## config.mk

```make
export PLATFORM = sky130hd
export DESIGN_NAME = ils_cell
export DESIGN_NICKNAME = d
export VERILOG_FILES = /design/src/rtl/core/ils_pkg.sv /design/src/rtl/core/ils_cell.sv
export SDC_FILE = /design/constraint.sdc
export NUM_CORES = 1
export LEC_CHECK = 0
export ABC_CLOCK_PERIOD_IN_PS = 7900
export BUFFER_PORTS_ARGS = -buffer_cell sky130_fd_sc_hd__buf_2
export CORE_MARGIN = 2
export CORE_UTILIZATION = 44
export CTS_CLUSTER_DIAMETER = 120
export DETAILED_ROUTE_END_ITERATION = 7
export PLACE_DENSITY = 0.87
export SLEW_MARGIN = 20
export SYNTH_ARGS = -nofsm -noshare
export SYNTH_HDL_FRONTEND = slang
export SYNTH_SLANG_ARGS = --single-unit
export TNS_END_PERCENT = 30
```

## constraint.sdc

```tcl
create_clock -name clk -period 7.9 [get_ports clk]
set_input_delay 0.395 -clock clk [delete_from_list [all_inputs] [get_ports clk]]
set_output_delay 0.395 -clock clk [all_outputs]
set_load 0.05 [all_outputs]
```

## src/rtl/core/ils_pkg.sv

```systemverilog
// ----------------------------------------------------------------------------
// ils_pkg
// Shared types and codes for the indexed list store: request and result
// payloads, operation and status codes, and the per-cell command.
// ----------------------------------------------------------------------------
package ils_pkg;

  localparam int unsigned DefCapacity  = 64;
  localparam int unsigned DefWordWidth = 32;

  typedef enum logic [2:0] {
    FN_APPEND = 3'd0,
    FN_INSERT = 3'd1,
    FN_REMOVE = 3'd2,
    FN_READ   = 3'd3,
    FN_CLEAR  = 3'd4
  } ils_func_t;

  typedef enum logic [1:0] {
    ST_OK    = 2'd0,
    ST_RANGE = 2'd1,
    ST_FULL  = 2'd2
  } ils_status_t;

  typedef enum logic [1:0] {
    ACT_HOLD   = 2'd0,
    ACT_APPEND = 2'd1,
    ACT_INSERT = 2'd2,
    ACT_REMOVE = 2'd3
  } ils_act_t;

  typedef struct packed {
    ils_func_t          func;
    logic signed [7:0]  position;
    logic [31:0]        value;
  } ils_in_t;

  typedef struct packed {
    logic [31:0]  read_value;
    ils_status_t  status;
    logic [6:0]   count;
  } ils_out_t;

endpackage

```

## src/rtl/core/ils_cell.sv

```systemverilog
// ----------------------------------------------------------------------------
// ils_cell
// One list entry. Takes the new word, its left or right neighbor, or holds,
// as the broadcast command and the position select.
// ----------------------------------------------------------------------------
module ils_cell
  import ils_pkg::*;
#(
  parameter int unsigned IDX        = 0,
  parameter int unsigned POS_W      = 9,
  parameter int unsigned WORD_WIDTH = DefWordWidth
) (
  input  logic                  clk,
  input  ils_act_t              act,
  input  logic [POS_W-1:0]      pos,
  input  logic [WORD_WIDTH-1:0] wr_data,
  input  logic [WORD_WIDTH-1:0] left_data,
  input  logic [WORD_WIDTH-1:0] right_data,
  output logic [WORD_WIDTH-1:0] data,
  output logic [WORD_WIDTH-1:0] rd_data
);

  localparam logic [POS_W-1:0] IdxP = POS_W'(IDX);

  logic [WORD_WIDTH-1:0] data_r;
  logic [WORD_WIDTH-1:0] data_nxt;

  always_comb begin
    data_nxt = data_r;
    unique case (act)
      ACT_HOLD: begin
        data_nxt = data_r;
      end
      ACT_APPEND: begin
        if (IdxP == pos) data_nxt = wr_data;
      end
      ACT_INSERT: begin
        if (IdxP > pos) begin
          data_nxt = left_data;
        end else if (IdxP == pos) begin
          data_nxt = wr_data;
        end
      end
      ACT_REMOVE: begin
        if (IdxP >= pos) data_nxt = right_data;
      end
    endcase
  end

  always_ff @(posedge clk) begin
    data_r <= data_nxt;
  end

  assign data    = data_r;
  assign rd_data = (IdxP == pos) ? data_r : '0;

endmodule

```

==> reports/qor.csv, run 1 <==
metric,value,unit
cpMostUsedCell,buf_2,
fmax,301.8,MHz
routed_wl,6786,um
cts_tree,done,
grt_max_degree,66,
path_cells,buf_2 -> or4_2 -> buf_4 -> nor2_2 -> and3_1 -> buf_2,
ys_top_cells_by_count,"nor2_1, a31oi_1, and3_1, edfxtp_1, nand4_1",
cts_buffer_depth,2,
hold_path_class,in2reg,
grt_pass1_vias,2387,
cts-buffers-inserted,5,
cts_setup_buffers,0,
insertion_delay,0.27,ns
largest_reg_flops,32,
use_met1,25.13,%
status,finished clean,
yosysTopAreaCellShare,41.74,%
htree_levels,2,
grtUsageTotal,22.68,%
gr-usage-met2,42.65,%
drt_pass1_iterations,4,
power.density,161.5,nW/um^2
fin_setup_tns,0,ns
antenna_found_initial,0,
total_power,0.4957,mW
ys_seq_area_share,41.74,%
synth_fp_nets,346,
core,5075,um^2
path_max_fanout,33,
ys_ff_latch,32,
layout.cells.non_filler,424,
setup_slack,4.586,ns
tightestPinTransition,1.037,ns
die_y,76.34,um
final-setup-viol-count,0,
start_util,45.36,%
fin_nets,462,
vias,2455,
yosys-top-cells-area,"edfxtp_1, o31ai_2, a31oi_1",
antennaDiodeCount,0,
yosysUniqueCellTypes,18,
area_growth,33.32,%
ff2ff_setup_slack,6.97,ns
slowest_stage,nor2_2,
cts_root_buf,clkbuf_8,
maxCapViolCount,0,
viasPerCell,5.790,
syn-mean-instance-area,9.673,um^2
slew_violations,0,
yosys.cell_count.top_type,nor2_1,
dp_hpwl,4207,um
fin_util,60.48,%
drive_above_1_share,53.39,%
post_cts_resized,0,
place_congestion,0.8031,
rsz0062_at_grt,false,
synth_edf_count,32,
die_area,5827,um^2
max_slew_margin,30.79,%
gr-usage-met3,4.858,%
synthCells,238,
port_buffers,139,
slowest_delay,0.85,ns
hold_violations,0,
drc_errors,0,
dpl_worst_slack,4.607,ns
yosysWarnings,0,
grt_pass1_wl,10900,um
placedCellCount,417,
fin_crit_sh,41.95,%
fp-row-count,26,
critPathRequiredTime,7.51,ns
route.antenna.remaining_nets,0,
fillers,457,
wl_per_cell,16.00,um
worst_setup_path_start_kind,input port,
end_kind,primary output,
cp.arrival,2.92,ns
cts_hold_buf,0,
die_x,76.34,um
drtIter0Drc,130,
ir_drop,82.24,uV
path_clk_slew,0.06,ns
grt_overflow_total,0,
leakagePower,1.381,nW
skew,0,ns
busiest_layer,met2,
synth_area_leader_cell,edfxtp_1,
netlist_area,2302,um^2
async_flop_share,0,%
period_minus_slack,3.314,ns
cts_sinks,32,
num_io_pins,172,
ys.flop_type,edfxtp_1,
worst-setup-path-type,in2out,
path summary, 6_finish.rpt:
| kind | startpoint | end | depth (start not counted) |
|---|---|---|---|
| worst max-delay path | pos[3] | rd_data[21] | 6 |
| worst min-delay path | right_data[7] | data[7]$_DFFE_PP_ | 3 |
| worst max register to register | data[10]$_DFFE_PP_ | data[10]$_DFFE_PP_ | 2 |
| worst min register to register | data[5]$_DFFE_PP_ | data[5]$_DFFE_PP_ | 2 |
layout make-up:
cell class / count / area (um^2) / area share (%)
Sequential cell: 32 / 960.9 / 31.31
Clock inverter: 1 / 5.005 / 0.1631
Multi-Input combinational cell: 171 / 1210 / 39.42
Timing Repair Buffer: 144 / 733.2 / 23.89
Tap cell: 70 / 87.58 / 2.854
Clock buffer: 6 / 72.57 / 2.364
power by group:
group          total (mW)  switching, mW  internal (mW)
logic               0.154          0.109         0.0443
registers           0.226         0.0145          0.211
clock network       0.116         0.0566         0.0598
total               0.496          0.181          0.315
cells in the final DEF, fill, tap and decap left out, types with 2 or more instances in the layout:
cell type and n:
nor2_2 2, o31ai_2 30, nor2_1 33, buf_4 5, o31ai_1 2, and3_1 32
nand4_1 32, edfxtp_1 32, buf_2 139, clkbuf_8 5, a31oi_1 33
kinds of logic (layout without fill, tap and decap cells):
logic type | count (synthesis) | in the layout | synth area share (%)
simple gates | 106 | 106 | 25.16
buf+inv | 35 | 151 | 7.174
flops | 32 | 32 | 41.74
compound gates | 65 | 65 | 25.92
routing by layer:
| metal | share of wire (%) | wire, um | vias to the layer above |
|---|---|---|---|
| met5 | 0 | 0 | - |
| met3 | 6.7 | 455 | 6 |
| met2 | 52 | 3556 | 117 |
| li1 | - | - | 1178 |
| met1 | 40 | 2700 | 1154 |
| met4 | 1.1 | 73 | 0 |
critical path, delay by kind of cell:
family	cells	cell delay, ns
buffers and inverters	3	0.70
and+or+nand+nor	3	1.80
metrics by stage:
stage	hold WS (ns)	instance area [um^2]
after floorplan	0.6487	2302
after global placement	0.6789	2987
after detailed placement	0.7127	2987
after CTS	0.4619	3064
after global routing	0.4721	3069
final	0.4713	3069
(Power assumes the default switching activity.)
==> run 2, diff against run 1 <==
--- a/config.mk
+++ b/config.mk
@@ -5,13 +5,14 @@
 export SDC_FILE = /design/constraint.sdc
 export NUM_CORES = 1
 export LEC_CHECK = 0
-export ABC_CLOCK_PERIOD_IN_PS = 7900
+export ABC_AREA = 1
+export ABC_CLOCK_PERIOD_IN_PS = 2890
 export BUFFER_PORTS_ARGS = -buffer_cell sky130_fd_sc_hd__buf_2
 export CORE_MARGIN = 2
-export CORE_UTILIZATION = 44
+export CORE_UTILIZATION = 38
 export CTS_CLUSTER_DIAMETER = 120
 export DETAILED_ROUTE_END_ITERATION = 7
-export PLACE_DENSITY = 0.87
+export PLACE_DENSITY = 0.78
 export SLEW_MARGIN = 20
 export SYNTH_ARGS = -nofsm -noshare
 export SYNTH_HDL_FRONTEND = slang
==> constraint.sdc (replaced) <==
create_clock -name clk -period 2.89 [get_ports clk]
set_input_delay 0.1445 -clock clk [delete_from_list [all_inputs] [get_ports clk]]
set_output_delay 0.1445 -clock clk [all_outputs]
set_load 0.05 [all_outputs]
==> reports/qor.csv, run 2 <==
metric,value,unit,change
die_x,84.72,um,+11%
path_cells,buf_2 -> nor2_2 -> nand2_2 -> nor2_8 -> nand2_4 -> a21oi_4 -> buf_12,,
fmax,570.3,MHz,
grt_overflow_total,0,,unchanged
yosysTopAreaCellShare,38.81,%,-2.9 points
cts_hold_buf,0,,unchanged
async_flop_share,0,%,unchanged
clkPwrFrac,23.8,%,+0.3 points
final_common_cell,buf_2,,
die_area,7177,um^2,+23%
hold_violations,0,,unchanged
yosysWarnings,0,,unchanged
num_io_pins,172,,unchanged
wl_per_cell,12.39,um,-23%
yosys.cell_count.top_type,inv_1,,
cts_root_buf,clkbuf_8,,
p_switching,0.5257,mW,+190%
ys_top_cells_by_count,"inv_1, nand2_1, nand3_1",,
largest_reg_flops,32,,unchanged
yosys-top-cells-area,"edfxtp_1, nand3_1, inv_1",,
gr-usage-met3,4.031,%,-0.83 points
port_buffers,139,,unchanged
drtIter0Drc,83,,-36%
ys.flop_type,edfxtp_1,,
fp-row-count,29,,+12%
grt_pass1_wl,10850,um,-0.45%
ir_drop,240.3,uV,+190%
cts-buffers-inserted,5,,unchanged
routed_wl,6618,um,-2.5%
cp.arrival,1.74,ns,-1.18 ns
max_slew_margin,55.63,%,+25 points
drc_errors,0,,unchanged
gr-usage-met2,33.64,%,-9.0 points
skew,0,ns,unchanged
cts_setup_buffers,0,,unchanged
leakagePower,1.793,nW,+30%
drt_pass1_iterations,4,,unchanged
grt_pass1_vias,2388,,+0.042%
place_congestion,0.7682,,-4.3%
status,finished clean,,
antenna_found_initial,0,,unchanged
grtUsageTotal,18.57,%,-4.1 points
ff2ff_setup_slack,1.87,ns,-5.10 ns
fin_crit_sh,60.67,%,
viasPerCell,4.652,,-20%
synth_fp_nets,433,,+25%
slowest_delay,0.61,ns,-0.24 ns
switching_share,37.23,%,+0.81 points
layout.cells.most_common_list,"buf_2, inv_1, nand2_1, nand3_1",,
tightestPinTransition,0.6648,ns,-0.3722 ns
cts_tree,done,,
synth_edf_count,32,,unchanged
yosysUniqueCellTypes,18,,unchanged
antennaDiodeCount,0,,unchanged
area_growth,31.68,%,
busiest_layer,met2,,
slew_violations,0,,unchanged
die_y,84.72,um,+11%
htree_levels,2,,unchanged
maxCapViolCount,0,,unchanged
netlist_area,2476,um^2,+7.6%
final-setup-viol-count,0,,unchanged
fin_setup_tns,0,ns,unchanged
p_int,0.8865,mW,+180%
cts_sinks,32,,unchanged
ys_ff_latch,32,,unchanged
post_cts_resized,0,,unchanged
insertion_delay,0.28,ns,about the same
worst_setup_path_start_kind,input port,,
path_max_fanout,33,,unchanged
slowest_stage,a21oi_4,,
rsz0062_at_grt,false,,
vias,2484,,+1.2%
power_frac_seq,43.8,%,-1.7 points
fin_nets,564,,+22%
core,6314,um^2,+24%
synthCells,325,,+37%
combPwrFrac,32.4,%,+1.4 points
route.antenna.remaining_nets,0,,unchanged
grt_max_degree,34,,-48%
total_power,1.412,mW,+180%
synth_area_leader_cell,edfxtp_1,,
cts_buffer_depth,2,,unchanged
worst-setup-path-type,in2reg,,
syn-mean-instance-area,7.619,um^2,-21%
path_clk_slew,0.07,ns,about the same
hold_path_class,in2reg,,
dp_hpwl,4569,um,+8.6%
drive_above_1_share,41.58,%,-12 points
start_util,39.22,%,-6.1 points
use_met1,22.45,%,-2.7 points
fillers,628,,+37%
critPathRequiredTime,2.88,ns,-4.63 ns
ys_seq_area_share,38.81,%,-2.9 points
period_minus_slack,1.753,ns,
power.density,433.1,nW/um^2,+170%
end_kind,flop,,
run 2: power by group through the flow:
stage	Combinational, mW	Sequential, mW	Clock [mW]
global route	0.498	0.626	0.369
detailed placement	0.461	0.627	0
global placement	0.455	0.624	0
floorplan	0.155	0.797	0
finish	0.458	0.619	0.336
CTS	0.462	0.619	0.352
run 2: cell families after synthesis:
family,count (synthesis),synth area share [%]
buffers and inverters,89,16.78
AO/OA/AOI/OAI,33,9.904
AND/OR/NAND/NOR,171,34.51
flip-flops,32,38.81
run 2: per-stage QoR:
step | utilization, % | cell area [um^2] | instances | setup slack (ns) | hold WS (ns)
6_report | 51.64 | 3261 | 534 | 1.137 | 0.1288
5_1_grt | 51.64 | 3261 | 534 | 0.9965 | 0.1285
4_1_cts | 51.64 | 3261 | 534 | 1.090 | 0.1183
3_5_place_dp | 50.32 | 3177 | 526 | 0.7811 | 0.4183
3_3_place_gp | 50.32 | 3177 | 526 | 0.8230 | 0.4160
2_1_floorplan | - | 2476 | 325 | 0.2322 | 0.3304
run 2: worst max-delay path: cells and delay by family:
family	cells	cell delay (ns)
compound gates	1	0.61
buf+inv	2	0.34
simple gates	4	0.63
run 2: area by class of cell:
type                            instances  area (um^2)  share of cell area, %
Sequential cell                        32        960.9                  29.47
Tap cell                               77        96.34                  2.955
Clock buffer                            6        72.57                  2.226
Multi-Input combinational cell        204         1111                  34.08
Inverter                               68        255.2                  7.828
Clock inverter                          2        11.26                 0.3454
Timing Repair Buffer                  145        753.2                  23.10
run 2: final timing paths:
check / startpoint / end / depth (start not counted)
worst min register to register: data[5]$_DFFE_PP_ / data[5]$_DFFE_PP_ / 3
worst max-delay path: pos[6] / data[2]$_DFFE_PP_ / 7
worst max register to register: data[30]$_DFFE_PP_ / data[30]$_DFFE_PP_ / 3
worst min-delay path: right_data[29] / data[29]$_DFFE_PP_ / 3
run 2: metal layers:
layer	vias up	routed length, um
met5	-	0
met4	0	23
met3	2	384
met2	89	3320
met1	1112	2889
li1	1281	-
